## src/rtl/chb_pkg.sv

```systemverilog
// Package for the conflict-history branching score table.
// Holds the beat types, operation and register codes, sizes and reset values.
// Used by the top level and the divider; depends on nothing.
package chb_pkg;

    // Table depth and the address width that follows from it.
    localparam int NUM_VARS = 4096;
    localparam int VAR_AW   = $clog2(NUM_VARS);

    // Field and datapath widths.
    localparam int SCORE_W = 16;
    localparam int STEP_W  = 32;
    localparam int STAMP_W = 48;
    localparam int AGE_W   = STAMP_W + 1;
    localparam int PROD_W  = STEP_W + SCORE_W + 2;

    // The divider produces one quotient bit per cycle.
    localparam int DIV_STEPS = SCORE_W;
    localparam int DIV_CW    = $clog2(DIV_STEPS);

    // Configuration port.
    localparam int APB_AW = 4;
    localparam int APB_DW = 32;

    localparam logic [1:0] REG_STEP_INITIAL   = 2'd0;
    localparam logic [1:0] REG_STEP_MINIMUM   = 2'd1;
    localparam logic [1:0] REG_STEP_DECREMENT = 2'd2;

    localparam logic [STEP_W-1:0] STEP_INITIAL_RST   = 32'd1717986918;
    localparam logic [STEP_W-1:0] STEP_MINIMUM_RST   = 32'd257698038;
    localparam logic [STEP_W-1:0] STEP_DECREMENT_RST = 32'd4295;

    typedef enum logic [1:0] {
        OP_BUMP  = 2'd0,
        OP_STAMP = 2'd1,
        OP_DECAY = 2'd2,
        OP_NOP   = 2'd3
    } op_t;

    typedef struct packed {
        op_t                op;
        logic [11:0]        var_req;
        logic [15:0]        multiplier;
        logic [STAMP_W-1:0] conflict_number;
        logic               active;
    } in_item_t;

    typedef struct packed {
        logic [SCORE_W-1:0] score;
        logic [STEP_W-1:0]  step;
    } out_item_t;

    // Request to and response from the divider.
    typedef struct packed {
        logic               start;
        logic [SCORE_W-1:0] dividend;
        logic [AGE_W-1:0]   divisor;
    } div_req_t;

    typedef struct packed {
        logic               done;
        logic [SCORE_W-1:0] quotient;
    } div_rsp_t;

endpackage

```

## src/rtl/chb_div_unit.sv

```systemverilog
// Iterative restoring divider: a 16-bit dividend over a 49-bit divisor.
// One quotient bit per cycle through a shared compare-and-subtract; uses chb_pkg.
module chb_div_unit (
    input  logic              clk,
    input  logic              rst_n,
    input  chb_pkg::div_req_t req,
    output chb_pkg::div_rsp_t rsp
);

    typedef enum logic {
        D_IDLE,
        D_RUN
    } dstate_t;

    dstate_t                        state_reg, state_next;
    logic [chb_pkg::SCORE_W-1:0]    rem_reg, rem_next;
    logic [chb_pkg::SCORE_W-1:0]    quo_reg, quo_next;
    logic [chb_pkg::SCORE_W-1:0]    dsr_reg, dsr_next;
    logic [chb_pkg::DIV_CW-1:0]     cnt_reg, cnt_next;
    logic                           done_reg, done_next;
    logic [chb_pkg::SCORE_W:0]      trial;
    logic [chb_pkg::SCORE_W:0]      trial_diff;
    logic                           big_divisor;

    // A divisor of 2^16 or more always gives a zero quotient.
    assign big_divisor = (req.divisor[chb_pkg::AGE_W-1:chb_pkg::SCORE_W] != '0);

    // Shared compare and subtract for one quotient bit.
    assign trial      = {rem_reg, quo_reg[chb_pkg::SCORE_W-1]};
    assign trial_diff = trial - {1'b0, dsr_reg};

    always_comb
    begin
        state_next = state_reg;
        rem_next   = rem_reg;
        quo_next   = quo_reg;
        dsr_next   = dsr_reg;
        cnt_next   = cnt_reg;
        done_next  = 1'b0;
        case (state_reg)
            D_IDLE:
            begin
                if (req.start)
                begin
                    if (big_divisor)
                    begin
                        quo_next  = '0;
                        done_next = 1'b1;
                    end
                    else
                    begin
                        rem_next   = '0;
                        quo_next   = req.dividend;
                        dsr_next   = req.divisor[chb_pkg::SCORE_W-1:0];
                        cnt_next   = '0;
                        state_next = D_RUN;
                    end
                end
            end
            D_RUN:
            begin
                if (trial >= {1'b0, dsr_reg})
                begin
                    rem_next = trial_diff[chb_pkg::SCORE_W-1:0];
                    quo_next = {quo_reg[chb_pkg::SCORE_W-2:0], 1'b1};
                end
                else
                begin
                    rem_next = trial[chb_pkg::SCORE_W-1:0];
                    quo_next = {quo_reg[chb_pkg::SCORE_W-2:0], 1'b0};
                end
                cnt_next = cnt_reg + 1'b1;
                if (cnt_reg == chb_pkg::DIV_CW'(chb_pkg::DIV_STEPS - 1))
                begin
                    done_next  = 1'b1;
                    state_next = D_IDLE;
                end
            end
            default:
            begin
                state_next = D_IDLE;
            end
        endcase
    end

    always_ff @(posedge clk or negedge rst_n)
    begin
        if (!rst_n)
        begin
            state_reg <= D_IDLE;
            rem_reg   <= '0;
            quo_reg   <= '0;
            dsr_reg   <= '0;
            cnt_reg   <= '0;
            done_reg  <= 1'b0;
        end
        else
        begin
            state_reg <= state_next;
            rem_reg   <= rem_next;
            quo_reg   <= quo_next;
            dsr_reg   <= dsr_next;
            cnt_reg   <= cnt_next;
            done_reg  <= done_next;
        end
    end

    assign rsp.done     = done_reg;
    assign rsp.quotient = quo_reg;

endmodule
```

## config.mk

```make
export PLATFORM = sky130hd
export DESIGN_NAME = chb_div_unit
export DESIGN_NICKNAME = d
export VERILOG_FILES = /design/src/rtl/chb_pkg.sv /design/src/rtl/chb_div_unit.sv
export SDC_FILE = /design/constraint.sdc
export NUM_CORES = 1
export LEC_CHECK = 0
export ABC_AREA = 1
export BUFFER_PORTS_ARGS = -buffer_cell sky130_fd_sc_hd__buf_2
export CORE_AREA = 3 3 101 103
export CTS_BUF_LIST = sky130_fd_sc_hd__clkbuf_4
export DETAILED_ROUTE_END_ITERATION = 8
export DIE_AREA = 0 0 104 106
export PLACE_DENSITY = 0.74
export SETUP_SLACK_MARGIN = 0.3
export SLEW_MARGIN = 20
export SYNTH_ARGS = -nofsm -noshare
export SYNTH_HDL_FRONTEND = slang
export SYNTH_SLANG_ARGS = --single-unit
export TNS_END_PERCENT = 30
```

## constraint.sdc

```tcl
create_clock -name clk -period 1.9 [get_ports clk]
set_clock_uncertainty 0.1 [all_clocks]
set_input_delay 0.095 -clock clk [delete_from_list [all_inputs] [get_ports clk]]
set_output_delay 0.095 -clock clk [all_outputs]
set_load 0.05 [all_outputs]
```

==> flow_metrics.py, run 1 <==
metrics = {
    "pwr": {
        "clock_power_share": 0.281,
        "ir_drop_v": 0.000368,
        "p_leak_nw": 2.79,
        "pwr-share-seq": 0.617,
        "power.switching_mw": 0.462,
        "pwr_density_cell_nw_per_um2": 343,
        "power_frac_comb": 0.102,
        "p_int_mw": 1.40,
        "switching_share": 0.248,
    },
    "synthesis": {
        "syn_nets": 630,
        "syn_avg_cell_area_um2": 6.87,
        "async_flop_share": 1.00,
        "synth_edf_count": 0,
        "seq_area_frac_synth": 0.361,
        "ys.flop_type": "dfrtp_1",
        "synth-simple-area-share": 0.412,
        "synth.lib_cells_used.distinct": 31,
        "yosys.area_share.xor_xnor": 0.0164,
        "synthAdderAreaFrac": 0.0622,
        "synth_top_area_frac": 0.361,
        "synthTopCellsByArea": "dfrtp_1 (36%), nand2_1 (20%), nand3_1 (12%), inv_1 (6.3%), ha_1 (5.7%)",
        "syn_inst": 544,
        "synth-seq-cells": 54,
        "synth_top_family_by_area": "simple AND/OR/NAND/NOR gates",
        "netlist_area_um2": 3740,
        "ys_warn_count": 0,
        "synthMuxAreaShare": 0,
        "synth_top_area_cell": "dfrtp_1",
        "synth-compound-area-share": 0.0475,
    },
    "sta": {
        "rsz0062_at_grt": "yes",
        "setup_slack_ns": -0.0889,
        "final_hold_viol_count": 0,
        "maxSlewHeadroom": 0.552,
        "fin_crit_sh": 1.05,
        "setup_viol": 16,
        "fin_crit_ns": 1.99,
        "drv_slew": 0,
        "fmax_ghz": 0.503,
        "tightest_slew_ns": 0.671,
    },
    "setup_path": {
        "crit_chain": "inv_1 -> ha_4 -> buf_4 -> nand2_1 -> nand2_1 -> nand2_1 -> nand3_2 -> nand2_1 -> nand2_1 -> nand2_1 -> nand3_1 -> nand2_1 -> nand2_1",
        "end_kind": "register",
        "timing.critical_path.mode_cell": "nand2_1",
        "crit_family": "simple AND/OR/NAND/NOR gates",
        "worst_ep_required_time_ns": 2.10,
        "worst-setup-path-type": "reg2reg",
        "worstPathBufferInverterCount": 2,
        "slowest_stage": "dfrtp_1",
        "worstSetupStartpointType": "register",
        "arrival_ns": 2.18,
        "cp_max_fo": 3,
        "max_stage_delay_ns": 0.42,
    },
    "placed_design": {
        "dp_slack_ns": -0.144,
        "placed_cell_area_um2": 4700,
        "hpwl_um": 8360,
        "placedCellCount": 793,
        "io_buffer_count": 84,
        "gp_congestion": 0.983,
    },
    "route": {
        "dr.pass1.iters": 5,
        "drt-initial-drc-count": 376,
        "vias": 4363,
        "routed_wl_um": 12100,
        "postRouteAntennaNets": 0,
        "drc": 0,
        "wl_per_cell_um": 14.3,
        "routed_via_density": 5.16,
    },
    "cells_and_area": {
        "n_antenna_cell": 0,
        "multi_input_area_um2": 2310,
        "nNetsFinal": 802,
        "area_growth_pct": 45.7,
        "final_core_util": 0.587,
        "drive_gt1_frac": 0.314,
        "fillCellCount": 798,
        "fin_cells": 846,
        "ff_latch_area_um2": 1350,
        "stdcell_area_um2": 5450,
    },
    "floorplanning": {
        "start_util": 0.403,
        "die_w_um": 104,
        "core.rowCount": 35,
        "die-height_um": 106,
        "fp.dieArea_um2": 11000,
        "io_pins": 85,
        "coreArea_um2": 9280,
    },
    "clock_network": {
        "numCtsBuffers": 5,
        "worstSkewPairLatency_ns": 0.38,
        "clockBufferDepth": 2,
        "cts_root_buf": "clkbuf_4",
        "htree_levels": 2,
        "clk_pin_slew_ns": 0.17,
        "cts_tree": "done",
        "cts_num_sinks": 54,
    },
    "global_route": {
        "antenna_found_initial": 0,
        "grtUsageTotal": 0.221,
        "grt_max_degree": 35,
        "grt_pass1_vias": 4402,
        "grt-ovfl-total": 0,
        "grt_pass1_wl_um": 20200,
    },
    "run_status": {
        "status": "complete, but fails checks",
        "violations": "setup timing",
    },
    "worst_hold_path": {
        "worstHoldPathType": "in2reg",
    },
    "run": {
        "maxCapViolations": 0,
    },
}
[layout make-up]
type                            instances  share of cell area
Inverter                               69              0.0478
Timing Repair Buffer                  185               0.239
Tap cell                              129              0.0296
Clock inverter                          3             0.00367
Multi-Input combinational cell        401               0.424
Clock buffer                            5             0.00689
Sequential cell                        54               0.248
[tightest hold or removal path, stage by stage]
cell and delay [ns]:
buf_2 0.08, nor4_1 0.04, nand2_1 0.06, nor2_2 0.06, nand4_1 0.09, nand3_1 0.08
[power groups by stage]
stage          combinational [mW]  sequential, mW  clock, mW
3_5_place_dp                0.134            1.17          0
2_1_floorplan              0.0285            1.17          0
3_3_place_gp                0.131            1.17          0
4_1_cts                     0.187            1.15      0.534
6_report                    0.191            1.15      0.524
5_1_grt                     0.210            1.15      0.591
[layout by cell type (no fill, tap or decap), types with 3 or more instances in the layout]
cell type / count
a21oi_1: 10
a22oi_1: 15
buf_2: 84
buf_4: 62
clkbuf_4: 5
dfrtp_1: 53
dlygate4sd3_1: 34
ha_4: 15
inv_1: 53
inv_2: 15
nand2_1: 180
nand2_2: 15
nand3_1: 83
nand3_2: 3
nand3b_1: 12
nand4_1: 6
nor2_1: 26
nor2_2: 5
nor3_1: 3
nor4_1: 3
xnor2_1: 4
[what timing repair did]
action,in CTS,in global routing
hold buffers,34,0
pin swaps,17,12
hold endpoints to repair,81,0
endpoints found under the setup margin,17,25
gates resized for setup,38,13
cloned,1,0
buffers inserted,6,4
[path summary, 6_finish.rpt]
check / start / end / slack (ns) / cells past startpoint
worst max register to register: dsr_reg[3]$_DFFE_PN0P_ / rem_reg[14]$_DFFE_PN0P_ / -0.09 / 13
worst min-delay path: req[44] / quo_reg[0]$_DFFE_PN0P_ / 0.04 / 6
worst min register to register: dsr_reg[5]$_DFFE_PN0P_ / dsr_reg[5]$_DFFE_PN0P_ / 0.39 / 2
max in group asynchronous: rst_n / quo_reg[15]$_DFFE_PN0P_ / 1.01 / 3
min in group asynchronous: rst_n / rem_reg[11]$_DFFE_PN0P_ / 0.12 / 2
worst max-delay path: dsr_reg[3]$_DFFE_PN0P_ / rem_reg[14]$_DFFE_PN0P_ / -0.09 / 13
[routing by layer]
| metal | vias to the layer above | global-route usage | wire, um |
|---|---|---|---|
| li1 | 2086 | - | - |
| met1 | 1998 | 0.263 | 4790 |
| met2 | 237 | 0.390 | 5940 |
| met3 | 42 | 0.0389 | 948 |
| met4 | 0 | 0.101 | 425 |
| met5 | - | 0 | 0 |
[Yosys cell counts (all sizes together), types with 2 or more instances]
| library cell | n |
|---|---|
| a21oi | 12 |
| and2 | 2 |
| nand3 | 87 |
| nor4 | 3 |
| nand4 | 6 |
| nand3b | 12 |
| dfrtp | 54 |
| a22oi | 15 |
| inv | 68 |
| nor3 | 5 |
| xnor2 | 5 |
| ha | 17 |
| clkbuf | 9 |
| nor2 | 32 |
| xor2 | 2 |
| buf | 11 |
| nand2 | 198 |
| or2 | 3 |
[metrics by stage]
stage	TNS [ns]	hold slack, ns	power (mW)
detailed placement	-2.00	0.00963	1.31
CTS	-0.126	0.0274	1.87
global route	-2.37	0.0229	1.95
finish	-0.563	0.0429	1.87
global placement	-1.57	-0.00206	1.30
floorplan	0	-0.301	1.20
[cell families after synthesis]
group / after synthesis
flops: 54
compound gates: 28
xor+xnor: 7
simple gates: 348
fa+ha+maj: 18
buf+inv: 89
No activity file was read; power rests on OpenSTA's default activity.
==> run 2, diff against run 1 <==
--- a/config.mk
+++ b/config.mk
@@ -13,6 +13,7 @@
 export DIE_AREA = 0 0 104 106
 export PLACE_DENSITY = 0.74
 export SETUP_SLACK_MARGIN = 0.3
+export SKIP_CTS_REPAIR_TIMING = 1
 export SLEW_MARGIN = 20
 export SYNTH_ARGS = -nofsm -noshare
 export SYNTH_HDL_FRONTEND = slang
==> flow_metrics.py, run 2 (synthesis gave the netlist of run 1 again) <==
metrics = {
    "floorplanning": {
        "io_pins": 85,
        "coreArea_um2": 9280,
        "core.rowCount": 35,
        "start_util": 0.403,
        "die_w_um": 104,
        "fp.dieArea_um2": 11000,
        "die-height_um": 106,
    },
    "route": {
        "routed_wl_um": 13300,
        "wl_per_cell_um": 15.6,
        "dr.pass1.iters": 5,
        "drt-initial-drc-count": 479,
        "topRoutingLayerUsed": "met4",
        "drc": 0,
        "wl_met1_um": 5130,
        "routed_via_density": 5.29,
        "dr_wl_met3_um": 1030,
        "postRouteAntennaNets": 0,
        "routed-wl-met2_um": 6580,
        "vias": 4505,
    },
    "run_status": {
        "violations": "setup timing",
        "status": "complete, but fails checks",
    },
    "sta": {
        "fin_crit_sh": 1.08,
        "setup_viol": 16,
        "maxSlewHeadroom": 0.547,
        "tightest_slew_ns": 0.679,
        "fin_crit_ns": 2.05,
        "drv_slew": 0,
        "setup_slack_ns": -0.151,
        "rsz0062_at_grt": "yes",
        "final_hold_viol_count": 0,
        "whs_ns": 0.0356,
        "fmax_ghz": 0.488,
        "fin_tns_setup_ns": -1.39,
    },
    "pwr": {
        "p_int_mw": 1.40,
        "p_leak_nw": 2.87,
        "power.switching_mw": 0.472,
        "clock_power_share": 0.284,
        "pwr-share-seq": 0.613,
        "power_frac_comb": 0.103,
        "pwr_density_cell_nw_per_um2": 330,
        "switching_share": 0.252,
        "ir_drop_v": 0.000373,
    },
    "clock_network": {
        "numCtsBuffers": 5,
        "clockBufferDepth": 2,
        "cts_tree": "done",
        "cts_num_sinks": 54,
        "cts_root_buf": "clkbuf_4",
        "htree_levels": 2,
        "worstSkewPairLatency_ns": 0.39,
        "clk_pin_slew_ns": 0.18,
    },
    "cells_and_area": {
        "final_common_cell": "nand2_1",
        "drive_gt1_frac": 0.368,
        "fin_cells": 852,
        "area_growth_pct": 52.1,
        "fillCellCount": 727,
        "stdcell_area_um2": 5690,
        "mostFrequentLayoutCells": "nand2_1 (166), buf_2 (84), nand3_1 (77)",
        "final_core_util": 0.613,
        "nNetsFinal": 808,
        "n_antenna_cell": 0,
    },
    "setup_path": {
        "crit_chain": "inv_2 -> ha_4 -> nand2_2 -> inv_1 -> nand2_1 -> nand2_1 -> nand2_2 -> nand3_4 -> nand2_8 -> buf_8 -> nand3b_1 -> nand3_1 -> nand2_1",
        "cp_max_fo": 7,
        "timing.critical_path.mode_cell": "nand2_1",
        "max_stage_delay_ns": 0.43,
        "slowest_stage": "dfrtp_1",
        "worstSetupStartpointType": "register",
        "worstReg2RegStart": "dsr_reg[4]$_DFFE_PN0P_",
        "r2r_slack_ns": -0.15,
        "end_kind": "register",
        "arrival_ns": 2.24,
        "r2r_end": "rem_reg[3]$_DFFE_PN0P_",
        "startpoint": "dsr_reg[4]$_DFFE_PN0P_",
        "worst-setup-path-type": "reg2reg",
        "worst_ep_required_time_ns": 2.08,
        "r2r_cells": 13,
    },
    "global_route": {
        "grt_pass1_vias": 3954,
        "grt_max_degree": 35,
        "grt_pass1_wl_um": 18000,
        "antenna_found_initial": 0,
        "grt-ovfl-total": 0,
        "grtUsageTotal": 0.194,
    },
    "placed_design": {
        "io_buffer_count": 84,
        "gp_congestion": 0.983,
        "hpwl_um": 8360,
        "placedCellCount": 793,
        "placed_cell_area_um2": 4700,
    },
    "run": {
        "maxCapViolations": 0,
    },
    "worst_hold_path": {
        "min-delay-start": "req[44]",
        "hold_depth": 6,
        "hold_end": "quo_reg[0]$_DFFE_PN0P_",
        "worstHoldPathType": "in2reg",
    },
}
-- run 2: worst max-delay path by stage --
stage | end | slack (ns) | cells past startpoint
2_1_floorplan | rem_reg[8]$_DFFE_PN0P_ | 0.006 | 13
3_5_place_dp | rem_reg[7]$_DFFE_PN0P_ | -0.14 | 12
3_3_place_gp | rem_reg[6]$_DFFE_PN0P_ | -0.12 | 10
4_1_cts | rem_reg[1]$_DFFE_PN0P_ | -0.18 | 12
6_report | rem_reg[3]$_DFFE_PN0P_ | -0.15 | 13
5_1_grt | rem_reg[3]$_DFFE_PN0P_ | -0.19 | 13
-- run 2: critical path: cells and delay by family, from the launching register on --
| kind | cells | cell delay, ns |
|---|---|---|
| AND/OR/NAND/NOR | 9 | 0.96 |
| adder cells (fa/ha/maj) | 1 | 0.20 |
| buffers and inverters | 3 | 0.28 |
| flip-flops | 1 | 0.43 |
-- run 2: routing by layer --
layer / vias to the layer above / global-route usage
met3: 60 / 0.0291
li1: 2103 / -
met2: 259 / 0.337
met5: - / 0
met1: 2083 / 0.248
met4: 0 / 0.0674
-- run 2: power by group through the flow --
| stage | sequential (mW) | clock, mW | combinational [mW] |
|---|---|---|---|
| global route | 1.15 | 0.591 | 0.211 |
| CTS | 1.15 | 0.534 | 0.135 |
| finish | 1.15 | 0.532 | 0.193 |
| floorplan | 1.17 | 0 | 0.0285 |
| detailed placement | 1.17 | 0 | 0.134 |
| global placement | 1.17 | 0 | 0.131 |
-- run 2: per-stage QoR --
| stage | setup slack (ns) | power [mW] |
|---|---|---|
| 3_5_place_dp | -0.144 | 1.31 |
| 4_1_cts | -0.181 | 1.82 |
| 2_1_floorplan | 0.00614 | 1.20 |
| 6_report | -0.151 | 1.88 |
| 5_1_grt | -0.194 | 1.95 |
| 3_3_place_gp | -0.118 | 1.30 |
-- run 2: area by class of cell --
type,instances,area [um2],share of cell area
Multi-Input combinational cell,403,2470,0.435
Tap cell,129,161,0.0284
Inverter,69,260,0.0458
Clock inverter,3,20.0,0.00352
Timing Repair Buffer,189,1380,0.243
Sequential cell,54,1350,0.238
Clock buffer,5,37.5,0.00660
==> run 3, diff against run 2 <==
--- a/config.mk
+++ b/config.mk
@@ -12,6 +12,7 @@
 export DETAILED_ROUTE_END_ITERATION = 8
 export DIE_AREA = 0 0 104 106
 export PLACE_DENSITY = 0.74
+export REMOVE_ABC_BUFFERS = 1
 export SETUP_SLACK_MARGIN = 0.3
 export SKIP_CTS_REPAIR_TIMING = 1
 export SLEW_MARGIN = 20
==> flow_metrics.py, run 3 (synthesis gave the netlist of run 1 again) <==
metrics = {
    "run_status": {
        "status": "complete, but fails checks",
        "violations": "hold timing, setup timing",
    },
    "clock_network": {
        "numCtsBuffers": 5,
        "htree_levels": 2,
        "clk_pin_slew_ns": 0.17,
        "cts_num_sinks": 54,
        "clockBufferDepth": 2,
        "cts_root_buf": "clkbuf_4",
        "worstSkewPairLatency_ns": 0.40,
        "cts_tree": "done",
    },
    "placed_design": {
        "io_buffer_count": 84,
        "gp_congestion": 0.912,
        "hpwl_um": 8500,
    },
    "setup_path": {
        "max_stage_delay_ns": 0.42,
        "r2r_cells": 12,
        "end_kind": "register",
        "arrival_ns": 2.22,
        "timing.critical_path.mode_cell": "nand2_1",
        "cp_max_fo": 7,
        "crit_chain": "inv_2 -> ha_4 -> nand2_2 -> nor2_2 -> nand3_2 -> nand3_4 -> nand2_4 -> nand2_8 -> clkbuf_16 -> nand2_1 -> nand3_1 -> nand2_1",
        "worst_ep_required_time_ns": 2.11,
        "worstSetupStartpointType": "register",
        "slowest_stage": "dfrtp_1",
        "startpoint": "dsr_reg[7]$_DFFE_PN0P_",
        "worstReg2RegStart": "dsr_reg[7]$_DFFE_PN0P_",
        "worst-setup-path-type": "reg2reg",
    },
    "sta": {
        "setup_slack_ns": -0.114,
        "fin_crit_sh": 1.06,
        "drv_slew": 0,
        "setup_viol": 17,
        "final_hold_viol_count": 1,
        "fmax_ghz": 0.497,
        "tightest_slew_ns": 0.558,
        "maxSlewHeadroom": 0.628,
        "fin_crit_ns": 2.01,
        "rsz0062_at_grt": "yes",
        "whs_ns": -0.00696,
        "fin_tns_setup_ns": -1.40,
    },
    "pwr": {
        "ir_drop_v": 0.000301,
        "pwr_density_cell_nw_per_um2": 337,
        "p_leak_nw": 2.90,
    },
    "route": {
        "dr.pass1.iters": 5,
        "routed_wl_um": 12600,
        "vias": 4464,
        "routed_via_density": 5.18,
        "postRouteAntennaNets": 0,
        "drc": 0,
        "drt-initial-drc-count": 337,
        "wl_per_cell_um": 14.6,
    },
    "global_route": {
        "grt-ovfl-total": 0,
        "grt_pass1_vias": 4088,
        "antenna_found_initial": 0,
        "grt_max_degree": 34,
        "grtUsageTotal": 0.203,
        "grt_pass1_wl_um": 18600,
    },
    "cells_and_area": {
        "fillCellCount": 791,
        "area_growth_pct": 51.8,
        "mostFrequentLayoutCells": "nand2_1 (165), buf_2 (84), nand3_1 (79)",
        "final_core_util": 0.611,
        "n_antenna_cell": 0,
        "drive_gt1_frac": 0.362,
        "final_common_cell": "nand2_1",
        "nNetsFinal": 818,
    },
    "floorplanning": {
        "start_util": 0.403,
        "die-height_um": 106,
        "core.rowCount": 35,
        "io_pins": 85,
        "fp.dieArea_um2": 11000,
        "coreArea_um2": 9280,
        "die_w_um": 104,
    },
    "worst_hold_path": {
        "worstHoldPathType": "in2reg",
        "hold_depth": 4,
        "min-delay-start": "req[65]",
    },
    "run": {
        "maxCapViolations": 0,
    },
}
-- run 3: cell count changes in the layout (fill, tap and decap cells not counted), sizes merged --
cell / previous run / this run
clkbuf: 7 / 6
buf: 153 / 167
dlygate4sd3: 34 / 33
nand2: 200 / 198
-- run 3: report_power, final --
| part | switching [mW] | internal (mW) |
|---|---|---|
| Sequential | 0.000361 | 1.15 |
| Clock | 0.410 | 0.152 |
| Combinational | 0.0870 | 0.110 |
-- run 3: routing by layer --
metal  wire, um  up-vias  global-route usage
li1           -     2117                   -
met1       5140     2098               0.245
met2       6450      218               0.365
met3        740       31              0.0285
met4        289        0              0.0779
met5          0        -                   0
-- run 3: layout make-up --
class / count / area (um2) / area share
clock buffers: 5 / 37.5 / 0.00662
clock inverters: 3 / 25.0 / 0.00441
inverters: 69 / 260 / 0.0459
multi-input cells: 401 / 2380 / 0.420
flip-flops and latches: 54 / 1350 / 0.238
well taps: 129 / 161 / 0.0284
repair buffers: 201 / 1460 / 0.256
-- run 3: critical path, delay by kind of cell (launching register included) --
family	cells	cell delay (ns)
simple gates	9	0.91
flops	1	0.42
fa+ha+maj	1	0.29
buf+inv	2	0.20
-- run 3: path summary, 6_finish.rpt --
check                           slack, ns                 endpoint
worst max-delay path                -0.11   rem_reg[0]$_DFFE_PN0P_
min in group asynchronous            0.12   dsr_reg[1]$_DFFE_PN0P_
worst max register to register      -0.11   rem_reg[0]$_DFFE_PN0P_
worst min-delay path               -0.007  quo_reg[15]$_DFFE_PN0P_
worst min register to register       0.40   dsr_reg[6]$_DFFE_PN0P_
max in group asynchronous            1.06   quo_reg[2]$_DFFE_PN0P_
-- run 3: stage by stage --
stage	total power, mW	cell area (um2)	setup slack [ns]	std cells
2_1_floorplan	1.20	3620	-0.652	524
3_3_place_gp	1.31	4750	-0.201	804
3_5_place_dp	1.32	4750	-0.200	804
4_1_cts	1.87	4810	-0.231	812
5_1_grt	1.99	5670	-0.227	862
6_report	1.91	5670	-0.114	862
